--- src/rtl/core/utrbq_pkg.sv ---
// ----------------------------------------------------------------------------
// utrbq_pkg
// shared codes, constants and the result record for the serial byte queues
// ----------------------------------------------------------------------------
package utrbq_pkg;

	// request codes
	localparam logic [1:0] CMD_WRITE   = 2'd0;
	localparam logic [1:0] CMD_READ    = 2'd1;
	localparam logic [1:0] CMD_TX_EMPTY = 2'd2;
	localparam logic [1:0] CMD_RX_EVENT = 2'd3;

	// character constants
	localparam logic [7:0] LINE_FEED    = 8'h0A;
	localparam logic [7:0] CARRIAGE_RET = 8'h0D;

	// stop bit placed above the byte in a transmit word
	localparam logic STOP_BIT = 1'b1;

	localparam int LEVEL_W = 7;

	// result of one request before the queue read data is merged in
	typedef struct packed {
		logic               tx_valid;
		logic               tx_from_ram;
		logic [7:0]         tx_byte;
		logic               rd_valid;
		logic               dropped;
		logic [LEVEL_W-1:0] tx_level;
		logic [LEVEL_W-1:0] rx_level;
	} utrbq_result_t;

endpackage

--- src/rtl/core/utrbq_byte_ram.sv ---
// ----------------------------------------------------------------------------
// utrbq_byte_ram
// byte wide queue storage, one write and one registered read port
// ----------------------------------------------------------------------------
module utrbq_byte_ram #(
	parameter int DEPTH = 64
) (
	input  logic                     clk,
	input  logic                     we,
	input  logic [$clog2(DEPTH)-1:0] waddr,
	input  logic [7:0]               wdata,
	input  logic                     re,
	input  logic [$clog2(DEPTH)-1:0] raddr,
	output logic [7:0]               rdata
);

	logic [7:0] mem [DEPTH];
	logic [7:0] rdata_s1;

	always_ff @(posedge clk) begin
		if (we) begin
			mem[waddr] <= wdata;
		end
	end

	always_ff @(posedge clk) begin
		if (re) begin
			rdata_s1 <= mem[raddr];
		end
	end

	assign rdata = rdata_s1;

endmodule

--- src/rtl/core/utrbq_ctrl.sv ---
// ----------------------------------------------------------------------------
// utrbq_ctrl
// queue pointers, occupancy counts and holding register state
// ----------------------------------------------------------------------------
module utrbq_ctrl
	import utrbq_pkg::*;
#(
	parameter int QUEUE_DEPTH = 64
) (
	input  logic                           clk,
	input  logic                           arst_n,
	input  logic                           accept,
	input  logic [1:0]                     cmd,
	input  logic [7:0]                     wr_byte,
	input  logic                           rx_flag,
	input  logic [7:0]                     rx_byte,
	output logic                           busy,
	output logic                           tx_we,
	output logic [$clog2(QUEUE_DEPTH)-1:0] tx_waddr,
	output logic [7:0]                     tx_wdata,
	output logic [$clog2(QUEUE_DEPTH)-1:0] tx_raddr,
	output logic                           rx_we,
	output logic [$clog2(QUEUE_DEPTH)-1:0] rx_waddr,
	output logic [7:0]                     rx_wdata,
	output logic [$clog2(QUEUE_DEPTH)-1:0] rx_raddr,
	output utrbq_result_t                  result
);

	localparam int PTR_W = $clog2(QUEUE_DEPTH);
	localparam int CNT_W = $clog2(QUEUE_DEPTH + 1);
	localparam logic [CNT_W-1:0] CNT_FULL = CNT_W'(QUEUE_DEPTH);
	localparam logic [CNT_W-1:0] CNT_LAST = CNT_W'(QUEUE_DEPTH - 1);

	logic [PTR_W-1:0] tx_head_q, tx_tail_q, rx_head_q, rx_tail_q;
	logic [CNT_W-1:0] tx_count_q, rx_count_q;
	logic             hold_empty_q;
	logic             cr_pend_q;
	logic [PTR_W-1:0] cr_addr_q;

	logic [PTR_W-1:0] tx_head_d, tx_tail_d, rx_head_d, rx_tail_d;
	logic [CNT_W-1:0] tx_count_d, rx_count_d;
	logic             hold_empty_d;
	logic             cr_set;
	logic             tx_we_c;
	logic [7:0]       tx_wdata_c;
	logic             rx_we_c;
	utrbq_result_t    res_c;

	always_comb begin
		tx_head_d    = tx_head_q;
		tx_tail_d    = tx_tail_q;
		tx_count_d   = tx_count_q;
		rx_head_d    = rx_head_q;
		rx_tail_d    = rx_tail_q;
		rx_count_d   = rx_count_q;
		hold_empty_d = hold_empty_q;
		cr_set       = 1'b0;
		tx_we_c      = 1'b0;
		tx_wdata_c   = wr_byte;
		rx_we_c      = 1'b0;
		res_c        = '0;
		unique case (cmd)
			CMD_WRITE: begin
				if (tx_count_q == '0 && hold_empty_q) begin
					// straight to the transmitter; a line feed also queues a carriage return
					res_c.tx_valid = 1'b1;
					res_c.tx_byte  = wr_byte;
					hold_empty_d   = 1'b0;
					if (wr_byte == LINE_FEED) begin
						tx_we_c    = 1'b1;
						tx_wdata_c = CARRIAGE_RET;
						tx_tail_d  = tx_tail_q + PTR_W'(1);
						tx_count_d = tx_count_q + CNT_W'(1);
					end
				end else if (tx_count_q != CNT_FULL) begin
					tx_we_c    = 1'b1;
					tx_tail_d  = tx_tail_q + PTR_W'(1);
					tx_count_d = tx_count_q + CNT_W'(1);
					if (wr_byte == LINE_FEED) begin
						if (tx_count_q != CNT_LAST) begin
							// carriage return written in the following cycle
							cr_set     = 1'b1;
							tx_tail_d  = tx_tail_q + PTR_W'(2);
							tx_count_d = tx_count_q + CNT_W'(2);
						end else begin
							res_c.dropped = 1'b1;
						end
					end
				end else begin
					res_c.dropped = 1'b1;
				end
			end
			CMD_READ: begin
				if (rx_count_q != '0) begin
					res_c.rd_valid = 1'b1;
					rx_head_d      = rx_head_q + PTR_W'(1);
					rx_count_d     = rx_count_q - CNT_W'(1);
				end
			end
			CMD_TX_EMPTY: begin
				hold_empty_d = 1'b1;
				if (tx_count_q != '0) begin
					res_c.tx_valid    = 1'b1;
					res_c.tx_from_ram = 1'b1;
					hold_empty_d      = 1'b0;
					tx_head_d         = tx_head_q + PTR_W'(1);
					tx_count_d        = tx_count_q - CNT_W'(1);
				end
			end
			CMD_RX_EVENT: begin
				if (rx_flag) begin
					if (rx_count_q != CNT_FULL) begin
						rx_we_c    = 1'b1;
						rx_tail_d  = rx_tail_q + PTR_W'(1);
						rx_count_d = rx_count_q + CNT_W'(1);
					end else begin
						res_c.dropped = 1'b1;
					end
				end
			end
			default: begin
			end
		endcase
		res_c.tx_level = LEVEL_W'(tx_count_d);
		res_c.rx_level = LEVEL_W'(rx_count_d);
	end

	always_ff @(posedge clk or negedge arst_n) begin
		if (!arst_n) begin
			tx_head_q    <= '0;
			tx_tail_q    <= '0;
			tx_count_q   <= '0;
			rx_head_q    <= '0;
			rx_tail_q    <= '0;
			rx_count_q   <= '0;
			hold_empty_q <= 1'b1;
			cr_pend_q    <= 1'b0;
		end else begin
			cr_pend_q <= accept && cr_set;
			if (accept) begin
				tx_head_q    <= tx_head_d;
				tx_tail_q    <= tx_tail_d;
				tx_count_q   <= tx_count_d;
				rx_head_q    <= rx_head_d;
				rx_tail_q    <= rx_tail_d;
				rx_count_q   <= rx_count_d;
				hold_empty_q <= hold_empty_d;
			end
		end
	end

	always_ff @(posedge clk) begin
		if (accept && cr_set) begin
			cr_addr_q <= tx_tail_q + PTR_W'(1);
		end
	end

	assign busy     = cr_pend_q;
	assign tx_we    = cr_pend_q || (accept && tx_we_c);
	assign tx_waddr = cr_pend_q ? cr_addr_q : tx_tail_q;
	assign tx_wdata = cr_pend_q ? CARRIAGE_RET : tx_wdata_c;
	assign tx_raddr = tx_head_q;
	assign rx_we    = accept && rx_we_c;
	assign rx_waddr = rx_tail_q;
	assign rx_wdata = rx_byte;
	assign rx_raddr = rx_head_q;
	assign result   = res_c;

endmodule

--- src/rtl/core/uart_tx_rx_byte_queues.sv ---
// ----------------------------------------------------------------------------
// uart_tx_rx_byte_queues
// transmit and receive byte queues in front of a serial port
// ----------------------------------------------------------------------------
//
//  channel | handshake           | payload
//  --------+---------------------+----------------------------------------------
//  input   | in_valid / in_ready | cmd, wr_byte, rx_flag, rx_byte
//  output  | out_valid/out_ready | tx_valid, tx_word, rd_valid, rd_byte,
//          |                     | dropped, tx_level, rx_level
//
//  one request per cycle while in_ready is high; an accepted request loads the
//  result stage and then the output register, which offers the result.
//  a queued line feed that also queues its carriage return holds in_ready low
//  for the next cycle while the single write port of the transmit queue
//  stores the carriage return
//  reset clears pointers, counts and valids; the holding register reads idle
//  a stalled output keeps one result in the result stage, after which
//  in_ready drops until the output register is taken
//
module uart_tx_rx_byte_queues
	import utrbq_pkg::*;
#(
	parameter int QUEUE_DEPTH = 64
) (
	input  logic        clk,
	input  logic        arst_n,
	input  logic        in_valid,
	output logic        in_ready,
	input  logic [1:0]  cmd,
	input  logic [7:0]  wr_byte,
	input  logic        rx_flag,
	input  logic [7:0]  rx_byte,
	output logic        out_valid,
	input  logic        out_ready,
	output logic        tx_valid,
	output logic [8:0]  tx_word,
	output logic        rd_valid,
	output logic [7:0]  rd_byte,
	output logic        dropped,
	output logic [6:0]  tx_level,
	output logic [6:0]  rx_level
);

	localparam int PTR_W = $clog2(QUEUE_DEPTH);

	logic             accept;
	logic             busy;
	logic             s1_adv;
	logic             tx_we, rx_we;
	logic [PTR_W-1:0] tx_waddr, tx_raddr, rx_waddr, rx_raddr;
	logic [7:0]       tx_wdata, rx_wdata;
	logic [7:0]       tx_rdata, rx_rdata;
	utrbq_result_t    result;

	// result stage, read data of both queues sits alongside in the rams
	utrbq_result_t    res_s1;
	logic             valid_s1;

	// output register
	logic             out_valid_q;
	logic             tx_valid_q;
	logic [8:0]       tx_word_q;
	logic             rd_valid_q;
	logic [7:0]       rd_byte_q;
	logic             dropped_q;
	logic [6:0]       tx_level_q;
	logic [6:0]       rx_level_q;

	// result stage moves on when the output register is free or being taken
	assign s1_adv   = valid_s1 && (!out_valid_q || out_ready);
	assign in_ready = !busy && (!valid_s1 || s1_adv);
	assign accept   = in_valid && in_ready;

	utrbq_ctrl #(
		.QUEUE_DEPTH(QUEUE_DEPTH)
	) u_ctrl (
		.clk      (clk),
		.arst_n   (arst_n),
		.accept   (accept),
		.cmd      (cmd),
		.wr_byte  (wr_byte),
		.rx_flag  (rx_flag),
		.rx_byte  (rx_byte),
		.busy     (busy),
		.tx_we    (tx_we),
		.tx_waddr (tx_waddr),
		.tx_wdata (tx_wdata),
		.tx_raddr (tx_raddr),
		.rx_we    (rx_we),
		.rx_waddr (rx_waddr),
		.rx_wdata (rx_wdata),
		.rx_raddr (rx_raddr),
		.result   (result)
	);

	// head entries are read on every accepted request and used only on a pop
	utrbq_byte_ram #(
		.DEPTH(QUEUE_DEPTH)
	) u_tx_ram (
		.clk   (clk),
		.we    (tx_we),
		.waddr (tx_waddr),
		.wdata (tx_wdata),
		.re    (accept),
		.raddr (tx_raddr),
		.rdata (tx_rdata)
	);

	utrbq_byte_ram #(
		.DEPTH(QUEUE_DEPTH)
	) u_rx_ram (
		.clk   (clk),
		.we    (rx_we),
		.waddr (rx_waddr),
		.wdata (rx_wdata),
		.re    (accept),
		.raddr (rx_raddr),
		.rdata (rx_rdata)
	);

	always_ff @(posedge clk or negedge arst_n) begin
		if (!arst_n) begin
			valid_s1    <= 1'b0;
			out_valid_q <= 1'b0;
		end else begin
			if (accept) begin
				valid_s1 <= 1'b1;
			end else if (s1_adv) begin
				valid_s1 <= 1'b0;
			end
			if (s1_adv) begin
				out_valid_q <= 1'b1;
			end else if (out_ready) begin
				out_valid_q <= 1'b0;
			end
		end
	end

	always_ff @(posedge clk) begin
		if (accept) begin
			res_s1 <= result;
		end
	end

	// merge queue read data and zero the fields of absent words
	always_ff @(posedge clk) begin
		if (s1_adv) begin
			tx_valid_q <= res_s1.tx_valid;
			if (!res_s1.tx_valid) begin
				tx_word_q <= '0;
			end else if (res_s1.tx_from_ram) begin
				tx_word_q <= {STOP_BIT, tx_rdata};
			end else begin
				tx_word_q <= {STOP_BIT, res_s1.tx_byte};
			end
			rd_valid_q <= res_s1.rd_valid;
			rd_byte_q  <= res_s1.rd_valid ? rx_rdata : 8'h00;
			dropped_q  <= res_s1.dropped;
			tx_level_q <= res_s1.tx_level;
			rx_level_q <= res_s1.rx_level;
		end
	end

	assign out_valid = out_valid_q;
	assign tx_valid  = tx_valid_q;
	assign tx_word   = tx_word_q;
	assign rd_valid  = rd_valid_q;
	assign rd_byte   = rd_byte_q;
	assign dropped   = dropped_q;
	assign tx_level  = tx_level_q;
	assign rx_level  = rx_level_q;

endmodule
--- config.mk ---
export PLATFORM = sky130hd
export DESIGN_NAME = uart_tx_rx_byte_queues
export DESIGN_NICKNAME = d
export VERILOG_FILES = /design/src/rtl/core/utrbq_pkg.sv /design/src/rtl/core/utrbq_byte_ram.sv /design/src/rtl/core/utrbq_ctrl.sv /design/src/rtl/core/uart_tx_rx_byte_queues.sv
export SDC_FILE = /design/constraint.sdc
export NUM_CORES = 1
export LEC_CHECK = 0
export ABC_AREA = 0
export BUFFER_PORTS_ARGS = -buffer_cell sky130_fd_sc_hd__buf_2
export CAP_MARGIN = 40
export CORE_MARGIN = 5
export CORE_UTILIZATION = 45
export DETAILED_ROUTE_END_ITERATION = 10
export GPL_TIMING_DRIVEN = 0
export PLACE_DENSITY = 0.58
export SLEW_MARGIN = 20
export SYNTH_ARGS = -nofsm -noshare
export SYNTH_HDL_FRONTEND = slang
export SYNTH_SLANG_ARGS = --single-unit
export TNS_END_PERCENT = 100
--- constraint.sdc ---
create_clock -name clk -period 3.15 [get_ports clk]
set_input_delay 0.1575 -clock clk [delete_from_list [all_inputs] [get_ports clk]]
set_output_delay 0.1575 -clock clk [all_outputs]
set_load 0.05 [all_outputs]
* Yosys cells after proc, flatten, opt, wreduce, memory -nomap -nowiden
Memory sizes are Yosys's and may differ from the RTL's. A register that Yosys moved wholly into a read port is not among the register bits. Index checks and enable logic that the tools add are counted.
Storage, ports and cells: register bits 108, RAM bits 1024, input bits 23, logic and storage cells 129, memories 2
Memories:
- u_rx_ram.mem | words 64, bits a word 8, rd ports 1, clocked after memory_dff 1, wr ports 1, line utrbq_byte_ram.sv:17 | logic [7:0] mem [DEPTH];
- u_tx_ram.mem | words 64, bits a word 8, rd ports 1, clocked after memory_dff 1, wr ports 1, line utrbq_byte_ram.sv:17
Cells by class: add/subtract/negate cells 10, eq/ne operators 9, mux-type cells 56, reduce and logical (&&, ||, !) cells 27
Operators by type and width (number):
- two-way mux 7 bit | 9
- two-way mux 8 bit | 5
- two-way mux 6 bit | 6
- two-way mux 1 bit | 30
- one-hot mux 7 bit (2 select lines) | 2
- adder 6 x 1 -> 6 bit (second input constant) | 4
- adder 7 x 1 -> 7 bit (second input constant) | 2
- != test 7 bit (second input constant) | 2
- nonzero test 7 bit | 2
- subtractor 7 x 1 -> 7 bit (second input constant) | 2
- AND reduction 3 bit | 3
- == test 8 x 4 -> 1 bit (second input constant) | 1
- AND reduction 4 bit | 2
- nonzero test 2 bit | 4
- adder 7 x 2 -> 7 bit (second input constant) | 1
- logical AND 1 bit | 7
- zero test 7 bit | 1
- != test 7 x 6 -> 1 bit (second input constant) | 1
- adder 6 x 2 -> 6 bit (second input constant) | 1
- one-hot mux 1 bit (2 select lines) | 3
- == test 2 bit (second input constant) | 2
- zero test 1 bit | 3
- logical OR 1 bit | 3
- == test 2 x 1 -> 1 bit (second input constant) | 1
- other kinds (5) | 5

* Longest topological paths before layout
Gate-level depths: netlist of run 1.
depth in word-level cells 10, depth in mapped cells 11

* Modules after synthesis
A second synthesis of run 1 with hierarchy kept.
Second synthesis, totals: cell total of the unflattened synthesis 2384, area total of the unflattened synthesis 46144.3 sq um
Modules (own cells, without submodules):
- utrbq_byte_ram | times used 2, cells each 940, area an instance 20246.9 sq um, seq. area each 15615.0 sq um
- utrbq_ctrl | times used 1, cells each 409, area an instance 3559.7 sq um, seq. area each 1182.4 sq um
- uart_tx_rx_byte_queues | times used 1, cells each 95, area an instance 2090.8 sq um, seq. area each 1851.8 sq um

* Worst setup path before layout of run 1
No wires, ideal clock.
kind reg-to-reg, from register out_valid_q (netlist: out_valid), to register u_ctrl.rx_count_q[1], setup time 128 ps, data arrival time 2872 ps, data required time 3022 ps, slack 150 ps, stages on the path, launching flop included 6, buffers on the path 1, clock period less this slack 3000 ps, path through dfrtp_1 -> nand3b_1 -> nand2_1 -> inv_1 -> clkbuf_1 -> mux2_2
On the way: longest elaborated chain between the ends 6
RTL lines:
- from (decl) | line uart_tx_rx_byte_queues.sv:61 | logic out_valid_q;
- from (signal assigned) | line uart_tx_rx_byte_queues.sv:125 | out_valid_q <= 1'b0;
- from (signal assigned) | line uart_tx_rx_byte_queues.sv:133 | out_valid_q <= 1'b1;
- from (signal assigned) | line uart_tx_rx_byte_queues.sv:135 | out_valid_q <= 1'b0;
- zero test 1 bit | line uart_tx_rx_byte_queues.sv:71 | assign s1_adv = valid_s1 && (!out_valid_q || out_ready);
- logical OR 1 bit | line uart_tx_rx_byte_queues.sv:71
- logical AND 1 bit | line uart_tx_rx_byte_queues.sv:71
- logical OR 1 bit | line uart_tx_rx_byte_queues.sv:72 | assign in_ready = !busy && (!valid_s1 || s1_adv);
- logical AND 1 bit | line uart_tx_rx_byte_queues.sv:72
- logical AND 1 bit | line uart_tx_rx_byte_queues.sv:73 | assign accept = in_valid && in_ready;
- net accept | line uart_tx_rx_byte_queues.sv:47 | logic accept;
- to (signal assigned) | line utrbq_ctrl.sv:146 | rx_count_q <= rx_count_d;
- to (decl) | line utrbq_ctrl.sv:35 | logic [CNT_W-1:0] tx_count_q, rx_count_q;
The timed path passes the listed nets, and every way through them passes these cells. A chain may end at the register's enable or synchronous reset.

* Worst setup path after layout of run 1
from register out_valid_q (netlist: out_valid), to memory u_rx_ram.mem[24][2] (enable)
On the way: longest elaborated chain between the ends 9
RTL lines:
- zero test 1 bit | line uart_tx_rx_byte_queues.sv:71
- logical OR 1 bit | line uart_tx_rx_byte_queues.sv:71
- logical AND 1 bit | line uart_tx_rx_byte_queues.sv:71
- logical OR 1 bit | line uart_tx_rx_byte_queues.sv:72
- logical AND 1 bit | line uart_tx_rx_byte_queues.sv:72
- logical AND 1 bit | line uart_tx_rx_byte_queues.sv:73
- logical AND 1 bit | line utrbq_ctrl.sv:163 | assign rx_we = accept && rx_we_c;
- two-way mux 1 bit | line utrbq_byte_ram.sv:21 | if (we) begin
- two-way mux 1 bit (implied by the code) | line utrbq_byte_ram.sv:22 | mem[waddr] <= wdata;
- to (decl) | line utrbq_byte_ram.sv:17
No other way between the ends.

==> results.cfg, run 1 <==
[power]
leakagePower_nw = 17.52
ir_drop_uv = 532.6
power.density_mw_per_mm2 = 821.8

[routing]
first_pass_iters = 6
ant_nets = 0
via_per_inst = 5.977
first_iter_violations = 3206
drt-total-wl_um = 124500
drc = 0
detailroute.via_count = 25221
wl_per_cell_um = 29.50

[outcome]
status = finished, violations left
violations = setup timing

[clock_tree]
cts_tree = built
cts_buffers = 116
clk_pin_slew_ns = 0.06
worstSkewPairLatency_ns = 0.71
cts_root_buf = clkbuf_16
htreeDepth = 3
clkSinkCount = 1148
clock_path_buffers = 3

[setup_path]
critPathBufInv = 2
critPathCaptureType = flop
worstSetupEndpoint = u_rx_ram.mem[24][2]
cp_slowest_cell = nor2_1
path_max_fanout = 10
worstSetupPathType = flop to flop
r2r_setup_slack_ns = -0.06
critPathRequiredTime_ns = 3.47
cp.arrival_ns = 3.53
crit_family = simple AND/OR/NAND/NOR gates
critPathMaxStageDelay_ns = 0.74
critPathLaunch = out_valid
r2r-start = out_valid
r2r_end = u_rx_ram.mem[24][2]
start_kind = flop
cp_cell_sequence = nand3b_1 > nand2_1 > clkbuf_1 > nor4_2 > buf_2 > nand3_1 > nor2_1
critical_path_depth = 7
r2r_cells = 7

[cells_and_area]
fillers = 7961
stdcell_count = 4220
drive_gt1_share_pct = 28.45
finalInstanceArea_mm2 = 0.05442
syn_to_final_growth_pct = 18.40
final_net_count = 2792
regArea_mm2 = 0.03427
multi_input_area_mm2 = 0.01204

[yosys]
synth_top_cells_by_area = edfxtp_1 (72%), mux4_2 (9.6%), mux2i_1 (3.7%)
yosys.area.top_type_share_pct = 72.26
synth_cells = 2452
ys_seq_area_share_pct = 74.55
yosys.area.top_type = edfxtp_1
synth-seq-cells = 1148
synth-edff-count = 1106
synth_area_per_cell_um2 = 18.74
synth.cell_area_mm2 = 0.04596
synth.most_common_cell = edfxtp_1
synthTopCellsByCount = edfxtp_1 (1106), mux4_2 (196), nor2_1 (186)
ys.flop_type = edfxtp_1
synth_cell_types = 80
ys_async_sr_fraction_pct = 3.659
synthesis.nets = 2491
yosysWarnings = 0

[sta]
rsz0062_at_grt = yes
relSlewSlack_pct = 30.39
setup_viol = 18
min_period_ns = 3.215
fin_skew_ns = 0.03622
fmax_mhz = 311.1
finalHoldViolations = 0
tns_ns = -0.6731
slew_violations = 0
setup_slack_ns = -0.06453
worst_slew_pin_slew_ns = 1.044
period_share_pct = 102.0

[floorplan]
core.rowCount = 117
dieArea_mm2 = 0.1086
start_util_pct = 45.24
core-area_mm2 = 0.1016
fp.dieH_um = 329.6
io-pin-count = 59
dieWidth_um = 329.6

[worst_hold_path]
hp-class = input port to async pin

[global_routing]
grt-ovfl-total = 0
grt_start_max_net_pins = 65
grt_pass1_vias = 24930
grt_first_pass_wirelength_um = 178400
grt_antenna_before_repair = 2
grt.total_usage_pct = 22.72

[place]
place_congestion = 0.9649
io_buffer_count = 58
dp_cells = 3942
placed_area_mm2 = 0.04876
dp_hpwl_um = 82350

[job]
cap_viol_max_count = 0
[power by group]
group	switching [mW]	leakage [nW]	internal, mW
clock	5.81	1.84	7.85
combinational	8.37	5.16	5.07
sequential	0.276	10.5	17.3
total	14.5	17.5	30.3
[cell usage in the layout, fill, tap and decap left out, drive strengths merged, types with 26 or more instances in the layout]
| cell type | netlist | routed |
|---|---|---|
| nor2 | 188 | 188 |
| o22ai | 52 | 52 |
| mux2i | 171 | 171 |
| nand2 | 63 | 63 |
| a21oi | 49 | 49 |
| mux4 | 196 | 196 |
| o21ai | 47 | 47 |
| nor2b | 32 | 32 |
| dfrtp | 41 | 41 |
| clkinv | 0 | 53 |
| edfxtp | 1106 | 1106 |
| clkbuf | 56 | 199 |
| buf | 76 | 241 |
| a211oi | 40 | 40 |
| nand3 | 26 | 26 |
| inv | 26 | 30 |
[area by class of cell]
type / count / share of cell area [%]
sequential: 1148 / 62.97
multi-input combinational: 1147 / 22.13
clock buffer: 143 / 5.596
clock inverter: 73 / 1.343
tap: 1368 / 3.145
buffer: 129 / 1.416
antenna: 1 / 0.004599
timing repair buffer: 185 / 3.210
inverter: 26 / 0.1793
[metrics by stage]
stage | setup slack (ns) | util, % | hold WS, ns | total power, mW
finish | -0.06453 | 53.56 | 0.03378 | 44.72
global route | -0.1977 | 53.56 | 0.04929 | 46.17
CTS | -0.08986 | 53.08 | 0.01209 | 44.61
detailed placement | -0.9506 | 47.99 | 0.2462 | 30.49
global placement | -2.028 | 47.21 | 0.4032 | 30.16
floorplan | 0.1501 | - | -0.1381 | 25.52
[worst min-delay path by stage]
stage          cells past startpoint                   end  slack [ns]       start
2_1_floorplan                      0             out_valid       -0.14      arst_n
3_3_place_gp                       0           tx_level[4]        0.40  res_s1[11]
3_5_place_dp                       1  u_ctrl.tx_count_q[0]        0.25      arst_n
4_1_cts                            2  u_ctrl.tx_count_q[0]        0.01      arst_n
5_1_grt                            1   u_rx_ram.mem[12][2]        0.05  rx_byte[2]
6_report                           2  u_ctrl.tx_count_q[0]        0.03      arst_n
[metal layers]
metal	track usage, %	wire length [µm]
met1	34.00	53280
met2	35.27	57790
met3	4.116	10650
met4	5.252	2765
met5	0	0
[repair_timing]
action                                  in CTS  in global routing
buffers inserted                            19                 10
endpoints found under the setup margin    1014                594
hold endpoints to repair                   129                  0
resized for setup                          244                 58
pin swaps                                   17                  8
hold buffers                                17                  0
cloned                                       0                  1
[state kept, by name (all words and copies together), names as in the netlist, 6 cells and up]
signal,flops
rd_byte,8
res_s1,26
rx_level,7
tx_level,7
tx_word,9
u_ctrl.cr_addr_q,6
u_ctrl.rx_count_q,7
u_ctrl.rx_raddr,6
u_ctrl.rx_waddr,6
u_ctrl.tx_count_q,7
u_ctrl.tx_raddr,6
u_ctrl.tx_tail_q,6
u_rx_ram.mem,512
u_rx_ram.rdata,8
u_tx_ram.mem,512
u_tx_ram.rdata,8
[logic make-up after synthesis]
kind of cell	after synthesis	share of synthesized area, %
simple gates	426	4.587
fa+ha+maj	17	0.4574
compound gates	292	4.451
buf+inv	158	1.710
xor+xnor	30	0.5717
flops	1148	74.55
mux	381	13.67
Note: power is estimated with default switching activity, not from simulation.
==> inputs of run 2 (changes only) <==
ABC_AREA = unset   (was 0)
GPL_TIMING_DRIVEN = 1   (was 0)
SKIP_LAST_GASP = 1   (was unset)
==> results.cfg, run 2 (synthesis gave the netlist of run 1 again) <==
[outcome]
status = finished clean

[cells_and_area]
syn_to_final_growth_pct = 15.94
top_regs = u_rx_ram.mem (512), u_tx_ram.mem (512), res_s1 (26)
final_net_count = 2761
finalInstanceArea_mm2 = 0.05329
fillers = 8128
utilization_pct = 52.45
regArea_mm2 = 0.03428
drive_gt1_share_pct = 24.96
final_common_cell = edfxtp_1
multi_input_area_mm2 = 0.01096
mostFrequentLayoutCells = edfxtp_1 (1106), mux4_2 (196), nor2_1 (180)

[floorplan]
core.rowCount = 117
dieWidth_um = 329.6
start_util_pct = 45.24
io-pin-count = 59
dieArea_mm2 = 0.1086
core-area_mm2 = 0.1016
fp.dieH_um = 329.6

[setup_path]
start_kind = flop
critPathRequiredTime_ns = 3.57
cp.arrival_ns = 3.45
path_max_fanout = 25
worstSetupPathType = flop to flop
critPathCaptureType = flop

[routing]
drt-total-wl_um = 114900
first_iter_violations = 2435
ant_nets = 0
wl_per_cell_um = 27.46
via_per_inst = 5.832
detailroute.via_count = 24412
drc = 0
first_pass_iters = 5

[sta]
fin_hold_ws_ns = 0.03308
period_share_pct = 96.18
rsz0062_at_grt = yes
worst_slew_pin_slew_ns = 0.8324
fin_skew_ns = 0.04753
relSlewSlack_pct = 43.08
slew_violations = 0
fmax_mhz = 330.1
finalHoldViolations = 0
setup_slack_ns = 0.1205
min_period_ns = 3.030
setup_viol = 0

[job]
cap_viol_max_count = 0

[worst_hold_path]
hp-class = input port to flop

[clock_tree]
clock_path_buffers = 3
cts_root_buf = clkbuf_16
clk_pin_slew_ns = 0.06
clkSinkCount = 1148
worstSkewPairLatency_ns = 0.71
htreeDepth = 3
cts_tree = built
cts_buffers = 115

[global_routing]
grt.total_usage_pct = 21.14
grt_antenna_before_repair = 2
grt_pass1_vias = 24423
grt_first_pass_wirelength_um = 169100
grt_start_max_net_pins = 65
grt-ovfl-total = 0

[power]
leakagePower_nw = 17.53
power.density_mw_per_mm2 = 807.2
ir_drop_uv = 613.5

[place]
io_buffer_count = 58
placed_area_mm2 = 0.04918
place_congestion = 0.8652
dp_slack_ns = 0.1526
dp_hpwl_um = 73610
-- run 2: cell count changes in the layout (fill, tap and decap cells not counted), moves of 18 or more --
cell	change
clkbuf_1	-56
buf_6	-34
buf_4	+99
nor2_2	-23
nor2_1	+97
buf_2	-18
nor2_4	-74
-- run 2: path summary, 6_finish.rpt --
kind	end	from	cells after the start	slack [ns]
hold reg to reg	rx_level[0]	res_s1[0]	0	0.41
max in group asynchronous	u_ctrl.hold_empty_q	arst_n	4	2.06
setup / recovery	u_tx_ram.rdata[1]	u_ctrl.tx_raddr[1]	6	0.12
setup reg to reg	u_tx_ram.rdata[1]	u_ctrl.tx_raddr[1]	6	0.12
min in group asynchronous	u_ctrl.tx_count_q[2]	arst_n	3	0.46
hold / removal	u_rx_ram.mem[6][0]	rx_byte[0]	1	0.03
-- run 2: layout make-up --
| class | instances | area share, % |
|---|---|---|
| diodes | 1 | 0.004696 |
| clock buffers | 132 | 5.718 |
| clock inverters | 80 | 1.463 |
| inverters | 26 | 0.1832 |
| multi-input cells | 1146 | 20.57 |
| flip-flops and latches | 1148 | 64.33 |
| well taps | 1368 | 3.212 |
| repair buffers | 285 | 4.511 |
-- run 2: timing repair --
item,in CTS,in global routing
endpoints found under the hold margin,107,23
endpoints found under the setup margin,0,48
resized for setup,0,6
buffers inserted,0,0
hold buffers,17,2
-- run 2: power by group --
part	internal [mW]	switching, mW
clock network	8.00	5.78
logic	4.84	6.43
registers	17.4	0.598
total	30.2	12.8
-- run 2: critical path: stages, from the launching register on --
cell       delay (ns)
dfrtp_4          0.74
buf_4            0.27
nand3b_1         0.51
o22ai_1          0.18
a2111oi_0        0.77
buf_4            0.23
nor4_1           0.04
-- run 2: per-layer routing --
metal  vias up  routed length (µm)  track usage (%)
li1      10492                   -                -
met1     12864               50390            31.11
met2       923               54960            33.78
met3       133                7517            3.563
met4         0                2088            4.454
met5         -                   0                0
-- run 2: per-stage QoR --
stage | TNS (ns) | instances | total power, mW
2_1_floorplan | 0 | 2452 | 25.52
3_3_place_gp | 0 | 3949 | 29.44
3_5_place_dp | 0 | 3951 | 29.53
4_1_cts | 0 | 4180 | 43.29
5_1_grt | -0.001787 | 4185 | 44.61
6_report | 0 | 4186 | 43.01
